### src/rtl/core/fik_pkg.sv
// shared types, constants and helpers for the fabrik solver
package fik_pkg;

  localparam int unsigned MaxLinks  = 16;
  localparam int unsigned IdxW      = $clog2(MaxLinks);
  localparam int unsigned CoordW    = 24;
  localparam int unsigned LenW      = 14;
  localparam int unsigned MagW      = 30;
  localparam int unsigned SumW      = 62;
  localparam int unsigned RootW     = 31;
  localparam int unsigned DivW      = 45;
  localparam int unsigned QuotW     = 17;
  localparam int unsigned WideW     = CoordW + 2;
  localparam int unsigned SqrtSteps = SumW / 2;

  typedef enum logic [0:0] {
    OP_SQRT = 1'b0,
    OP_DIV  = 1'b1
  } arith_op_e;

  typedef enum logic [3:0] {
    S_IDLE, S_PIN, S_RD_A, S_RD_K, S_DIFF, S_NORM, S_SQ, S_SQRT, S_SQRT_W,
    S_DMUL, S_DST, S_DIV_W, S_WR, S_OUT_RD, S_OUT_LD, S_OUT_W
  } state_e;

  typedef enum logic [2:0] {
    REG_LINK_COUNT = 3'd0,
    REG_LINK_LEN   = 3'd1,
    REG_ITER       = 3'd2,
    REG_BASE_X     = 3'd3,
    REG_BASE_Y     = 3'd4,
    REG_BASE_Z     = 3'd5
  } reg_e;

  typedef struct packed {
    logic      start;
    arith_op_e op;
  } arith_req_t;

  typedef struct packed {
    logic signed [CoordW-1:0] x;
    logic signed [CoordW-1:0] y;
    logic signed [CoordW-1:0] z;
  } joint_t;

  typedef struct packed {
    logic            en;
    logic [IdxW-1:0] addr;
    joint_t          data;
  } joint_wr_t;

  typedef struct packed {
    logic            en;
    joint_t          base;
    logic [LenW-1:0] len;
  } rebuild_t;

  // saturate a widened coordinate to the signed coordinate range
  function automatic logic signed [CoordW-1:0] sat_coord(input logic signed [WideW-1:0] v);
    logic signed [WideW-1:0] hi;
    logic signed [WideW-1:0] lo;
    hi = WideW'((64'sd1 <<< (CoordW - 1)) - 64'sd1);
    lo = -WideW'(64'sd1 <<< (CoordW - 1));
    if (v > hi) begin
      return hi[CoordW-1:0];
    end else if (v < lo) begin
      return lo[CoordW-1:0];
    end
    return v[CoordW-1:0];
  endfunction

endpackage

### src/rtl/core/fik_jmem.sv
// joint position store with per-entry valid bits and straight-chain fallback
module fik_jmem (
  input  logic                        clk_i,
  input  logic                        rst_ni,
  input  fik_pkg::joint_wr_t          wr_i,
  input  fik_pkg::rebuild_t           rb_i,
  input  logic [fik_pkg::IdxW-1:0]    rd_addr_i,
  output fik_pkg::joint_t             rd_data_o
);

  fik_pkg::joint_t                 mem [fik_pkg::MaxLinks];
  logic [fik_pkg::MaxLinks-1:0]    valid_q;
  fik_pkg::joint_t                 rb_base_q;
  logic [fik_pkg::LenW-1:0]        rb_len_q;
  fik_pkg::joint_t                 rd_q;
  logic                            rd_ok_q;
  logic [fik_pkg::IdxW-1:0]        rd_idx_q;
  logic [fik_pkg::IdxW+fik_pkg::LenW-1:0] off;
  logic signed [fik_pkg::WideW-1:0]       y_wide;

  always_ff @(posedge clk_i) begin
    if (wr_i.en) begin
      mem[wr_i.addr] <= wr_i.data;
    end
    rd_q     <= mem[rd_addr_i];
    rd_idx_q <= rd_addr_i;
  end

  always_ff @(posedge clk_i or negedge rst_ni) begin
    if (!rst_ni) begin
      valid_q   <= '0;
      rb_base_q <= '0;
      rb_len_q  <= fik_pkg::LenW'(4096);
      rd_ok_q   <= 1'b0;
    end else begin
      rd_ok_q <= valid_q[rd_addr_i];
      if (rb_i.en) begin
        valid_q   <= '0;
        rb_base_q <= rb_i.base;
        rb_len_q  <= rb_i.len;
      end else if (wr_i.en) begin
        valid_q[wr_i.addr] <= 1'b1;
      end
    end
  end

  // an unwritten entry reads as its place on the straight chain
  always_comb begin
    off    = (fik_pkg::IdxW+fik_pkg::LenW)'(rd_idx_q) * (fik_pkg::IdxW+fik_pkg::LenW)'(rb_len_q);
    y_wide = fik_pkg::WideW'(rb_base_q.y)
           + $signed(fik_pkg::WideW'({1'b0, off}));
    if (rd_ok_q) begin
      rd_data_o = rd_q;
    end else begin
      rd_data_o.x = rb_base_q.x;
      rd_data_o.y = fik_pkg::sat_coord(y_wide);
      rd_data_o.z = rb_base_q.z;
    end
  end

endmodule

### config.mk
export PLATFORM = sky130hd
export DESIGN_NAME = fik_jmem
export DESIGN_NICKNAME = d
export VERILOG_FILES = /design/src/rtl/core/fik_pkg.sv /design/src/rtl/core/fik_jmem.sv
export SDC_FILE = /design/constraint.sdc
export NUM_CORES = 1
export LEC_CHECK = 0
export BUFFER_PORTS_ARGS = -buffer_cell sky130_fd_sc_hd__buf_2
export CORE_AREA = 5 5 404 247
export DETAILED_ROUTE_END_ITERATION = 6
export DIE_AREA = 0 0 409 252
export PLACE_DENSITY = 0.75
export SYNTH_ARGS = -nofsm -noshare
export SYNTH_HDL_FRONTEND = slang
export SYNTH_SLANG_ARGS = --single-unit
### constraint.sdc
create_clock -name clk_i -period 6.75 [get_ports clk_i]
set_input_delay 1.35 -clock clk_i [delete_from_list [all_inputs] [get_ports clk_i]]
set_output_delay 1.35 -clock clk_i [all_outputs]
set_load 0.02 [all_outputs]
==> qor.txt, run 1 <==
ROUTING
-----------------------------------------------------------------------------------------
Drt via density                                                                      6.10
Number of routed nets with antenna violations                                           0
Wl on met1                                                                   47300 microns
Total number of vias                                                                25050
Top Metal Used                                                                       met5
DRC violation total after the first TritonRoute iteration                            2420
Final routed DRC violation total                                                        0
Average routed wire per standard cell                                        28.0 microns
Met3 WL post-DR                                                              7850 microns
Pre-Repair DR Iteration Count                                                           6
Routed wl met2                                                               56900 microns
Total wirelength of the detailed-routed design                               115000 microns

CLOCKING
-----------------------------------------------------------------------------------------
Number of buffers inserted during clock tree synthesis                                112
Number of buffers added to fix hold violations after cts                                0
CTS H-Tree Depth                                                                        3
Clk buf depth                                                                           3
Latest clock arrival within the worst-skew pair                                    710 ps
Master cell of the clock root buffer                                         sky130_fd_sc_hd__clkbuf_16
Clock sinks                                                                          1331
Clock tree from TritonCTS                                                            done
Worst-path clk slew                                                                 60 ps

SYNTH
-----------------------------------------------------------------------------------------
Ys flop type                                                                 sky130_fd_sc_hd__edfxtp_1
Distinct cells, synth                                                                  58
Area fraction in and, or, nand and nor cells after synthesis                       0.0185
Proportion of register bits with asynchronous set or reset after synthesis         0.0774
Adder and majority cell fraction of the synthesized area                           0.0196
Number of storage elements in the synthesis netlist                                  1331
Synthesized area                                                              52200 sq um
Count of synthesis-stage warnings from yosys                                            0
Multiplexer fraction of the synthesized cell area                                   0.186
Cell type with the highest aggregate area in the netlist                     sky130_fd_sc_hd__edfxtp_1
Number of nets produced by synthesis                                                 2643
Part of the Yosys area used for sequential elements                                 0.741
Synth Instances                                                                      2406
Number of enable flip-flop cells after synthesis                                     1152
Synth top area cells                                                         sky130_fd_sc_hd__edfxtp_1, sky130_fd_sc_hd__mux4_2, sky130_fd_sc_hd__dfrtp_1
Dominant combinational cell family by area after synthesis                   multiplexers
Area fraction in compound gates after synthesis                                    0.0185
Share of the synthesized area in the top cell type                                  0.662
Post-synthesis share of cell area spent on xor and xnor gates                     0.00453
Average size of a mapped cell                                                  21.7 sq um

STATUS
-----------------------------------------------------------------------------------------
Violated checks                                                              negative setup slack
Result of the run                                                            finished, violations left

PLACEMENT
-----------------------------------------------------------------------------------------
RD Place Congestion                                                                 0.881
Cell area after placement                                                     55600 sq um
Port-buffer cells                                                                     241
Dpl ws                                                                            -341 ps
Placed Instances                                                                     3875
Total half-perimeter wirelength after legalization and detailed placement    61600 microns

LAYOUT
-----------------------------------------------------------------------------------------
Most frequent cells in the layout                                            sky130_fd_sc_hd__edfxtp_1, sky130_fd_sc_hd__mux4_2, sky130_fd_sc_hd__buf_2
Post-layout utilization of the core                                                 0.626
Post-route cell area                                                          59700 sq um
Most frequent standard cell in the layout excluding fill and tap cells       sky130_fd_sc_hd__edfxtp_1
Fraction of layout instances using a drive strength above 1                         0.380
Area overhead of the layout relative to synthesis                                   14.3%
Nets@finish                                                                          2976
Non-filler instance count after layout                                               4108

FLOORPLANNING
-----------------------------------------------------------------------------------------
Die X                                                                         409 microns
Die area                                                                     103000 sq um
Starting density of the core                                                        0.547
Rows                                                                                   88
Top-Level Pins                                                                        242
Core region area                                                              95500 sq um
Chip height                                                                   252 microns

STA
-----------------------------------------------------------------------------------------
Smallest hold slack                                                                501 ps
Transition time at the pin with the least slew margin                             1140 ps
Final count of negative-setup-slack endpoints                                          24
Sum Neg Setup Slack                                                             -16560 ps
Max-slew violations                                                                     0
Normalized max-slew margin                                                          0.240
Final hold violation count                                                              0
Final min period                                                                  7500 ps
Setup repair after global routing missed its margin                                  true
Least setup slack across all paths after layout                                   -748 ps
Worst Skew                                                                        26.4 ps
Highest attainable clock frequency                                                133 MHz
Part of the cycle the worst path needs                                               1.11

POWER
-----------------------------------------------------------------------------------------
Power density normalized to cell area                                         315 nW/um^2
Combinational power share                                                           0.161
Clk pwr share                                                                       0.344
Peak ir drop on the vdd network                                                  0.236 mV
Share of total power in sequential cells                                            0.494
Net switching power                                                               4.57 mW
Sw Ratio                                                                            0.243
Power Total                                                                       18.8 mW
Leakage power                                                                     20.2 nW
Internal power consumption                                                        14.3 mW

GLOBAL ROUTE
-----------------------------------------------------------------------------------------
Number of global-route vias before repair                                           26743
GRT Overall Usage                                                                   0.227
Antenna violations before repair                                                       18
Global-route wire length before repair                                       173000 microns
Remaining global-route overflow                                                         0
Pin count of the biggest net entering global routing                                  110

MIN PATH
-----------------------------------------------------------------------------------------
Worst hold-check path type                                                   register to register

SETUP PATH
-----------------------------------------------------------------------------------------
Master of the slowest instance on the critical path                          sky130_fd_sc_hd__fa_1
Longest individual stage delay on the worst path                                   500 ps
Critical Path End Type                                                        output port
Crit Path Class                                                              register to output port
Required time worst endpoint                                                      5400 ps
Maximum net fanout on the critical path                                                 8
Critical path startpoint category                                                register
Cells along the critical path                                                nand2_1 > fa_1 > fa_1 > inv_1 > fa_2 > a21o_1 > a21oi_2 > o21bai_1 > a31o_2 > a211oi_4 > o41ai_2 > a21oi_1 > xnor2_1 > ha_1 > a21oi_2 > o21a_1 > o2111a_1 > or3_4 > or4b_4 > o311a_4 > buf_12 > a2bb2oi_2 > buf_6
Critical Path AT                                                                  6150 ps

JOB
-----------------------------------------------------------------------------------------
MaxCap Viol Count                                                                       0

==> cells in the mapped netlist (all sizes together) (2+ instances only) <==
| library cell | number |
|---|---|
| a211o | 2 |
| inv | 61 |
| xnor2 | 19 |
| a21boi | 3 |
| buf | 34 |
| or3 | 5 |
| nor2 | 55 |
| nand4 | 2 |
| a31o | 3 |
| and2 | 41 |
| dfrtp | 102 |
| ha | 42 |
| and3 | 2 |
| nand3 | 16 |
| a2bb2oi | 22 |
| nand3b | 2 |
| edfxtp | 1152 |
| o211ai | 5 |
| o21a | 9 |
| a211oi | 3 |
| a31oi | 3 |
| xor2 | 8 |
| nand2b | 7 |
| fa | 25 |
| clkbuf | 76 |
| nand2 | 52 |
| mux4 | 365 |
| o21bai | 4 |
| o21ai | 20 |
| a21o | 9 |
| mux2 | 131 |
| o2111ai | 2 |
| dfxtp | 76 |
| or4b | 2 |
| nor3 | 11 |
| a21oi | 21 |
==> power by group through the flow <==
stage	Clock (mW)	Sequential, mW	Combinational [mW]
after CTS	6.61	9.31	3.00
final	6.48	9.31	3.03
after global routing	6.98	9.32	3.28
after detailed placement	0	9.48	2.68
after floorplan	0	9.43	1.83
after global placement	0	9.47	2.62
==> routing by layer <==
metal	track usage	vias to the layer above
met5	0	-
met4	0.0662	8
met3	0.0380	198
met2	0.371	943
met1	0.322	13347
li1	-	10554
==> state kept, by name (all words and copies together) (netlist names) <==
signal and count:
mem 1152, rb_base_q 72, rb_len_q 14, rd_idx_q 4
rd_ok_q 1, rd_q 72, valid_q 16
==> cell type report <==
class,count,area (sq um)
diodes,11,27.5
inverters,61,229
clock inverters,62,536
well taps,1260,1580
flip-flops and latches,1331,38700
multi-input cells,904,13200
clock buffers,150,3170
fillers,6296,35700
repair buffers,329,2260
==> what timing repair did <==
item / CTS / global route
pin swaps: 41 / 13
cloned: 1 / 0
resized for setup: 72 / 15
buffers inserted: 7 / 2
endpoints found under the setup margin: 24 / 24
==> critical path, delay by kind of cell (launching register included) <==
kind / cells / cell delay [ps]
simple gates: 3 / 720
buf+inv: 3 / 380
fa+ha+maj: 4 / 1630
compound gates: 12 / 2180
flops: 1 / 380
xor+xnor: 1 / 150
==> logic make-up (layout without fill, tap and decap cells) <==
family / after synthesis / in the layout
DFF: 1331 / 1331
muxes: 496 / 496
and+or+nand+nor: 200 / 200
buffers and inverters: 171 / 602
AOI/OAI and AO/OA: 114 / 114
adders and majority gates: 67 / 67
xor gates and xnor gates: 27 / 27
other: 0 / 11
==> path summary, 6_finish.rpt <==
path | startpoint | to | slack (ps) | cells past startpoint
setup / recovery | rb_len_q[1] | rd_data_o[25] | -750 | 23
hold / removal | valid_q[10] | valid_q[10] | 500 | 2
setup reg to reg | mem[2][49] | rd_q[49] | 5190 | 2
hold reg to reg | valid_q[10] | valid_q[10] | 500 | 2
max in group asynchronous | rst_ni | rd_ok_q | 4760 | 2
min in group asynchronous | rst_ni | rb_len_q[3] | 590 | 1
No activity file was read; power rests on OpenSTA's default activity.
==> inputs of run 2 (changes only) <==
--- a/config.mk
+++ b/config.mk
@@ -6,10 +6,10 @@
 export NUM_CORES = 1
 export LEC_CHECK = 0
 export BUFFER_PORTS_ARGS = -buffer_cell sky130_fd_sc_hd__buf_2
-export CORE_AREA = 5 5 404 247
+export CORE_AREA = 5 5 384 235
 export DETAILED_ROUTE_END_ITERATION = 6
-export DIE_AREA = 0 0 409 252
-export PLACE_DENSITY = 0.75
+export DIE_AREA = 0 0 389 240
+export PLACE_DENSITY = 0.79
 export SYNTH_ARGS = -nofsm -noshare
 export SYNTH_HDL_FRONTEND = slang
 export SYNTH_SLANG_ARGS = --single-unit
==> constraint.sdc (replaced) <==
create_clock -name clk_i -period 7.3 [get_ports clk_i]
set_input_delay 1.46 -clock clk_i [delete_from_list [all_inputs] [get_ports clk_i]]
set_output_delay 1.46 -clock clk_i [all_outputs]
set_load 0.02 [all_outputs]
==> run 2 against run 1 <==
The flow still finishes with violations (negative setup slack). Hold slack better by 1.6 ps. Clock-buffer cell count up 3. Utilization up 5.9 points. Flip-flop and latch count unchanged. Largest cell class unchanged.
==> qor.txt, run 2 (synthesis results as in run 1) <==
STATUS
----------------------------------------------------------------------------------------
Result of the run                                                           finished, violations left
Violated checks                                                             negative setup slack

SETUP PATH
----------------------------------------------------------------------------------------
Critical Path AT                                                                 6340 ps
Reg-to-reg startpoint                                                         mem[3][62]
Cells along the critical path                                               and2_4 > fa_1 > inv_2 > fa_1 > inv_2 > ha_4 > a21o_1 > a21oi_2 > o21bai_1 > a31o_2 > a211oi_4 > o41ai_2 > a21oi_1 > xnor2_1 > ha_2 > a21oi_2 > o21a_1 > o2111a_1 > or3_4 > or4b_4 > o311a_4 > buf_12 > a2bb2oi_2 > buf_6
Crit Path Class                                                             register to output port
Master of the slowest instance on the critical path                         sky130_fd_sc_hd__fa_1
Critical path startpoint category                                               register
Critical Path End Type                                                       output port
Reg2Reg Depth                                                                          2
Internal reg-to-reg setup slack                                                  5610 ps
Capturing point of the worst reg2reg path                                       rd_q[62]
Longest individual stage delay on the worst path                                  540 ps
Maximum net fanout on the critical path                                                8
Required time worst endpoint                                                     5840 ps

ROUTING
----------------------------------------------------------------------------------------
Number of routed nets with antenna violations                                          0
DRC violation total after the first TritonRoute iteration                           3156
Total wirelength of the detailed-routed design                              120000 microns
Pre-Repair DR Iteration Count                                                          5
Average routed wire per standard cell                                       30.2 microns
Final routed DRC violation total                                                       0
Total number of vias                                                               25692
Drt via density                                                                     6.47

CLOCKING
----------------------------------------------------------------------------------------
Worst-path clk slew                                                                70 ps
Master cell of the clock root buffer                                        sky130_fd_sc_hd__clkbuf_16
Clock tree from TritonCTS                                                           done
Clock sinks                                                                         1331
Number of buffers inserted during clock tree synthesis                               113
Latest clock arrival within the worst-skew pair                                   720 ps
Clk buf depth                                                                          3
CTS H-Tree Depth                                                                       3

STA
----------------------------------------------------------------------------------------
Highest attainable clock frequency                                               128 MHz
Max-slew violations                                                                    0
Least setup slack across all paths after layout                                  -499 ps
Setup repair after global routing missed its margin                                 true
Worst Skew                                                                       20.2 ps
Normalized max-slew margin                                                         0.143
Final count of negative-setup-slack endpoints                                         24
Transition time at the pin with the least slew margin                            1280 ps
Final hold violation count                                                             0
Final min period                                                                 7800 ps
Part of the cycle the worst path needs                                              1.07

MIN PATH
----------------------------------------------------------------------------------------
Destination of the worst hold path                                          rb_base_q[61]
Worst hold-check path type                                                  register to register
Hold Path Origin                                                            rb_base_q[61]
Hold Path Cell Cnt                                                                     1

LAYOUT
----------------------------------------------------------------------------------------
Non-filler instance count after layout                                              3972
Register ranked first by flip-flop count                                             mem
Most frequent standard cell in the layout excluding fill and tap cells      sky130_fd_sc_hd__edfxtp_1
Registers with the most flip-flops                                          mem x1152, rb_base_q x72, rd_q x72
Fraction of layout instances using a drive strength above 1                        0.370
Post-route cell area                                                         59300 sq um
Area overhead of the layout relative to synthesis                                  13.4%
Nets@finish                                                                         2940
Flip-flop count of the largest register, all copies and words added                 1152
Most frequent cells in the layout                                           sky130_fd_sc_hd__edfxtp_1, sky130_fd_sc_hd__mux4_2, sky130_fd_sc_hd__buf_2

FLOORPLANNING
----------------------------------------------------------------------------------------
Die area                                                                     93400 sq um
Rows                                                                                  84
Core region area                                                             86500 sq um
Chip height                                                                  240 microns
Top-Level Pins                                                                       242
Die X                                                                        389 microns
Starting density of the core                                                       0.604

PLACEMENT
----------------------------------------------------------------------------------------
RD Place Congestion                                                                0.886
Dpl ws                                                                          -63.6 ps
Total half-perimeter wirelength after legalization and detailed placement   60500 microns
Placed Instances                                                                    3741
Cell area after placement                                                    55100 sq um
Port-buffer cells                                                                    241

POWER
----------------------------------------------------------------------------------------
Net switching power                                                              4.31 mW
Leakage power                                                                    20.0 nW
Clk pwr share                                                                      0.349
Combinational power share                                                          0.154
Share of total power in sequential cells                                           0.496
Internal power consumption                                                       13.1 mW
Sw Ratio                                                                           0.248
Power density normalized to cell area                                        293 nW/um^2
Peak ir drop on the vdd network                                                 0.233 mV

GLOBAL ROUTE
----------------------------------------------------------------------------------------
Antenna violations before repair                                                      16
Number of global-route vias before repair                                          26622
Pin count of the biggest net entering global routing                                 112
Remaining global-route overflow                                                        0
Global-route wire length before repair                                      178000 microns
GRT Overall Usage                                                                  0.261

JOB
----------------------------------------------------------------------------------------
MaxCap Viol Count                                                                      0

## run 2: stage by stage
| stage | power, mW | setup TNS [ps] | hold slack (ps) | utilization |
|---|---|---|---|---|
| 2_1_floorplan | 10.4 | 0 | 461 | - |
| 3_3_place_gp | 11.1 | 0 | 473 | 0.637 |
| 3_5_place_dp | 11.1 | -166 | 492 | 0.637 |
| 4_1_cts | 17.4 | -10750 | 506 | 0.684 |
| 5_1_grt | 18.0 | -15190 | 519 | 0.685 |
| 6_report | 17.4 | -10950 | 502 | 0.685 |
## run 2: final cells by class
class / count / area (sq um)
Antenna cell: 9 / 22.5
Clock buffer: 153 / 3240
Clock inverter: 61 / 519
Fill cell: 5117 / 27200
Inverter: 61 / 229
Multi-Input combinational cell: 904 / 13100
Sequential cell: 1331 / 38700
Tap cell: 1161 / 1450
Timing Repair Buffer: 292 / 1950
## run 2: repair_timing
item	CTS	global route
setup buffers	7	0
resized for setup	66	10
hold buffers	0	0
pin swaps	42	7
setup endpoints to repair	24	24
gates cloned	1	0
## run 2: routing by layer
metal / wire, microns / vias to the layer above / global-route usage
met1: 46700 / 13592 / 0.375
met2: 59200 / 1405 / 0.424
met3: 11000 / 217 / 0.0517
met4: 2840 / 10 / 0.0687
met5: 56 / - / 0
li1: - / 10468 / -
## run 2: worst max path at each step
stage / start / end / slack (ps) / cells after the start
after floorplan: wr_i[74] / mem[8][0] / 100 / 2
after global placement: rb_len_q[3] / rd_data_o[25] / 130 / 25
after detailed placement: rb_len_q[3] / rd_data_o[24] / -60 / 25
after CTS: rb_len_q[3] / rd_data_o[24] / -490 / 24
after global routing: rb_len_q[1] / rd_data_o[25] / -680 / 24
final: rb_len_q[3] / rd_data_o[24] / -500 / 24
## run 2: power by group through the flow
stage | clock network (mW) | registers, mW | logic, mW
after floorplan | 0 | 8.72 | 1.69
after detailed placement | 0 | 8.77 | 2.38
final | 6.07 | 8.62 | 2.68
after global placement | 0 | 8.76 | 2.31
after CTS | 6.16 | 8.62 | 2.63
after global routing | 6.50 | 8.63 | 2.87
## run 2: critical path, delay by kind of cell (launching register included)
family / cells / cell delay, ps
AO/OA/AOI/OAI: 12 / 2120
XOR/XNOR: 1 / 250
adder cells (fa/ha/maj): 4 / 1700
buffers and inverters: 4 / 400
flip-flops: 1 / 400
AND/OR/NAND/NOR: 3 / 740
==> inputs of run 3 (changes only) <==
--- a/config.mk
+++ b/config.mk
@@ -10,6 +10,7 @@
 export DETAILED_ROUTE_END_ITERATION = 6
 export DIE_AREA = 0 0 389 240
 export PLACE_DENSITY = 0.79
+export RECOVER_POWER = 100
 export SYNTH_ARGS = -nofsm -noshare
 export SYNTH_HDL_FRONTEND = slang
 export SYNTH_SLANG_ARGS = --single-unit
==> run 3 against run 2 <==
The flow finishes with violations (max-capacitance violations, max-slew violations, negative setup slack). Hold slack about the same. First-iteration DRC count decreased by 1.6%. Wire length decreased by 0.27%. Non-clock buffer count unchanged. Via count decreased by 0.53%. Final area decreased by 0.78%. Register-to-register slack got worse by 30 ps. Maximum frequency about the same. Die area unchanged. Global-route usage unchanged. Flip-flop and latch count unchanged. Critical endpoint unchanged. Highest routed layer unchanged.
==> qor.txt, run 3 (synthesis results as in run 1) <==
LAYOUT
----------------------------------------------------------------------------------------
Fraction of layout instances using a drive strength above 1                        0.317
Fill cell count                                                                     5207
Post-route cell area                                                         58800 sq um
Most frequent cells in the layout                                           sky130_fd_sc_hd__edfxtp_1, sky130_fd_sc_hd__mux4_2, sky130_fd_sc_hd__clkbuf_1
Register ranked first by flip-flop count                                             mem
Post-layout utilization of the core                                                0.680
Most frequent standard cell in the layout excluding fill and tap cells      sky130_fd_sc_hd__edfxtp_1
Area overhead of the layout relative to synthesis                                  12.5%
Registers with the most flip-flops                                          mem x1152, rb_base_q x72, rd_q x72
Flip-flop count of the largest register, all copies and words added                 1152
Nets@finish                                                                         2940

MIN PATH
----------------------------------------------------------------------------------------
Hold Path Cell Cnt                                                                     1
Worst hold-check path type                                                  register to register

STA
----------------------------------------------------------------------------------------
Final min period                                                                 7800 ps
Setup repair after global routing missed its margin                                 true
Worst Skew                                                                       21.6 ps
Least setup slack across all paths after layout                                  -503 ps
Smallest hold slack                                                               503 ps
Final hold violation count                                                             0
Part of the cycle the worst path needs                                              1.07
Final count of negative-setup-slack endpoints                                         42
Normalized max-slew margin                                                         -3.28
Max-slew violations                                                                 1563
Transition time at the pin with the least slew margin                            6410 ps
Highest attainable clock frequency                                               128 MHz

FLOORPLANNING
----------------------------------------------------------------------------------------
Die area                                                                     93400 sq um
Rows                                                                                  84
Starting density of the core                                                       0.604
Core region area                                                             86500 sq um
Top-Level Pins                                                                       242
Chip height                                                                  240 microns
Die X                                                                        389 microns

GLOBAL ROUTE
----------------------------------------------------------------------------------------
GRT Overall Usage                                                                  0.261
Pin count of the biggest net entering global routing                                 112
Remaining global-route overflow                                                        0
Global-route wire length before repair                                      178000 microns
Number of global-route vias before repair                                          26622
Antenna violations before repair                                                      14

SETUP PATH
----------------------------------------------------------------------------------------
Required time worst endpoint                                                     5840 ps
Count of cell instances traversed by the critical path                                24
Critical path startpoint category                                               register
Cell class contributing the biggest share of worst-path delay               compound AO/OA/AOI/OAI gates
Maximum net fanout on the critical path                                                8
Master of the slowest instance on the critical path                         sky130_fd_sc_hd__fa_1
Critical Path End Type                                                       output port
Reg2Reg Depth                                                                          2
Critical Path AT                                                                 6340 ps
Cells along the critical path                                               and2_4 > fa_1 > inv_2 > fa_1 > inv_2 > ha_4 > a21o_1 > a21oi_2 > o21bai_1 > a31o_2 > a211oi_4 > o41ai_2 > a21oi_1 > xnor2_1 > ha_2 > a21oi_2 > o21a_1 > o2111a_1 > or3_4 > or4b_4 > o311a_4 > buf_12 > a2bb2oi_2 > buf_6
Number of buffers and inverters on the critical path                                   4
Longest individual stage delay on the worst path                                  540 ps
Crit Path Class                                                             register to output port

CLOCKING
----------------------------------------------------------------------------------------
Clock sinks                                                                         1331
Number of buffers inserted during clock tree synthesis                               113
Number of buffers added to fix hold violations after cts                               0
Master cell of the clock root buffer                                        sky130_fd_sc_hd__clkbuf_16
Clk buf depth                                                                          3
Latest clock arrival within the worst-skew pair                                   720 ps
Worst-path clk slew                                                                70 ps
Clock tree from TritonCTS                                                           done
CTS H-Tree Depth                                                                       3

ROUTING
----------------------------------------------------------------------------------------
Pre-Repair DR Iteration Count                                                          6
Number of routed nets with antenna violations                                          0
Average routed wire per standard cell                                       30.1 microns
Total wirelength of the detailed-routed design                              119000 microns
Final routed DRC violation total                                                       0
DRC violation total after the first TritonRoute iteration                           3107
Drt via density                                                                     6.43
Total number of vias                                                               25555

STATUS
----------------------------------------------------------------------------------------
Violated checks                                                             max-capacitance violations, max-slew violations, negative setup slack
Result of the run                                                           finished, violations left

JOB
----------------------------------------------------------------------------------------
MaxCap Viol Count                                                                     37

POWER
----------------------------------------------------------------------------------------
Power Total                                                                      17.4 mW
Peak ir drop on the vdd network                                                 0.232 mV
Power density normalized to cell area                                        295 nW/um^2
Leakage power                                                                    19.5 nW

PLACEMENT
----------------------------------------------------------------------------------------
Total half-perimeter wirelength after legalization and detailed placement   60500 microns
Dpl ws                                                                          -63.6 ps
RD Place Congestion                                                                0.886
Cell area after placement                                                    55100 sq um
Port-buffer cells                                                                    241

[run 3: per-stage QoR]
stage               instances  TNS (ps)
floorplan                2406         0
global placement         3741         0
detailed placement       3741      -166
CTS                      3963    -10750
global route             3969    -24970
finish                   3973    -16040
[run 3: repair_timing]
item | CTS | global route
resized for setup | 66 | 10
pin swaps | 42 | 7
setup endpoints to repair | 24 | 24
setup buffers | 7 | 0
gates cloned | 1 | 0
[run 3: report_power, final]
group          leakage, nW  internal, mW  switching [mW]  total [mW]
logic                 5.39          1.22            1.46        2.68
clock network         1.84          3.34            2.73        6.06
registers             12.3          8.51           0.116        8.63
[run 3: cell type report]
cell class	instances	area [sq um]	area share
Antenna cell	10	25.0	0.000426
Clock buffer	153	3240	0.0550
Clock inverter	61	519	0.00883
Inverter	61	229	0.00389
Multi-Input combinational cell	904	13100	0.222
Sequential cell	1331	38700	0.658
Tap cell	1161	1450	0.0247
Timing Repair Buffer	292	1570	0.0267
[run 3: final timing paths]
| path | from | end | slack [ps] |
|---|---|---|---|
| setup / recovery | rb_len_q[3] | rd_data_o[24] | -500 |
| setup reg to reg | mem[3][62] | rd_q[62] | 5580 |
| min in group asynchronous | rst_ni | rb_base_q[20] | 1800 |
| hold reg to reg | rb_base_q[61] | rb_base_q[61] | 500 |
| hold / removal | rb_base_q[61] | rb_base_q[61] | 500 |
| max in group asynchronous | rst_ni | rd_ok_q | 2090 |
[run 3: per-layer routing]
layer | track usage | share of wire
met5 | 0 | 0.00033
met4 | 0.0687 | 0.025
met3 | 0.0517 | 0.092
met2 | 0.424 | 0.49
met1 | 0.375 | 0.39
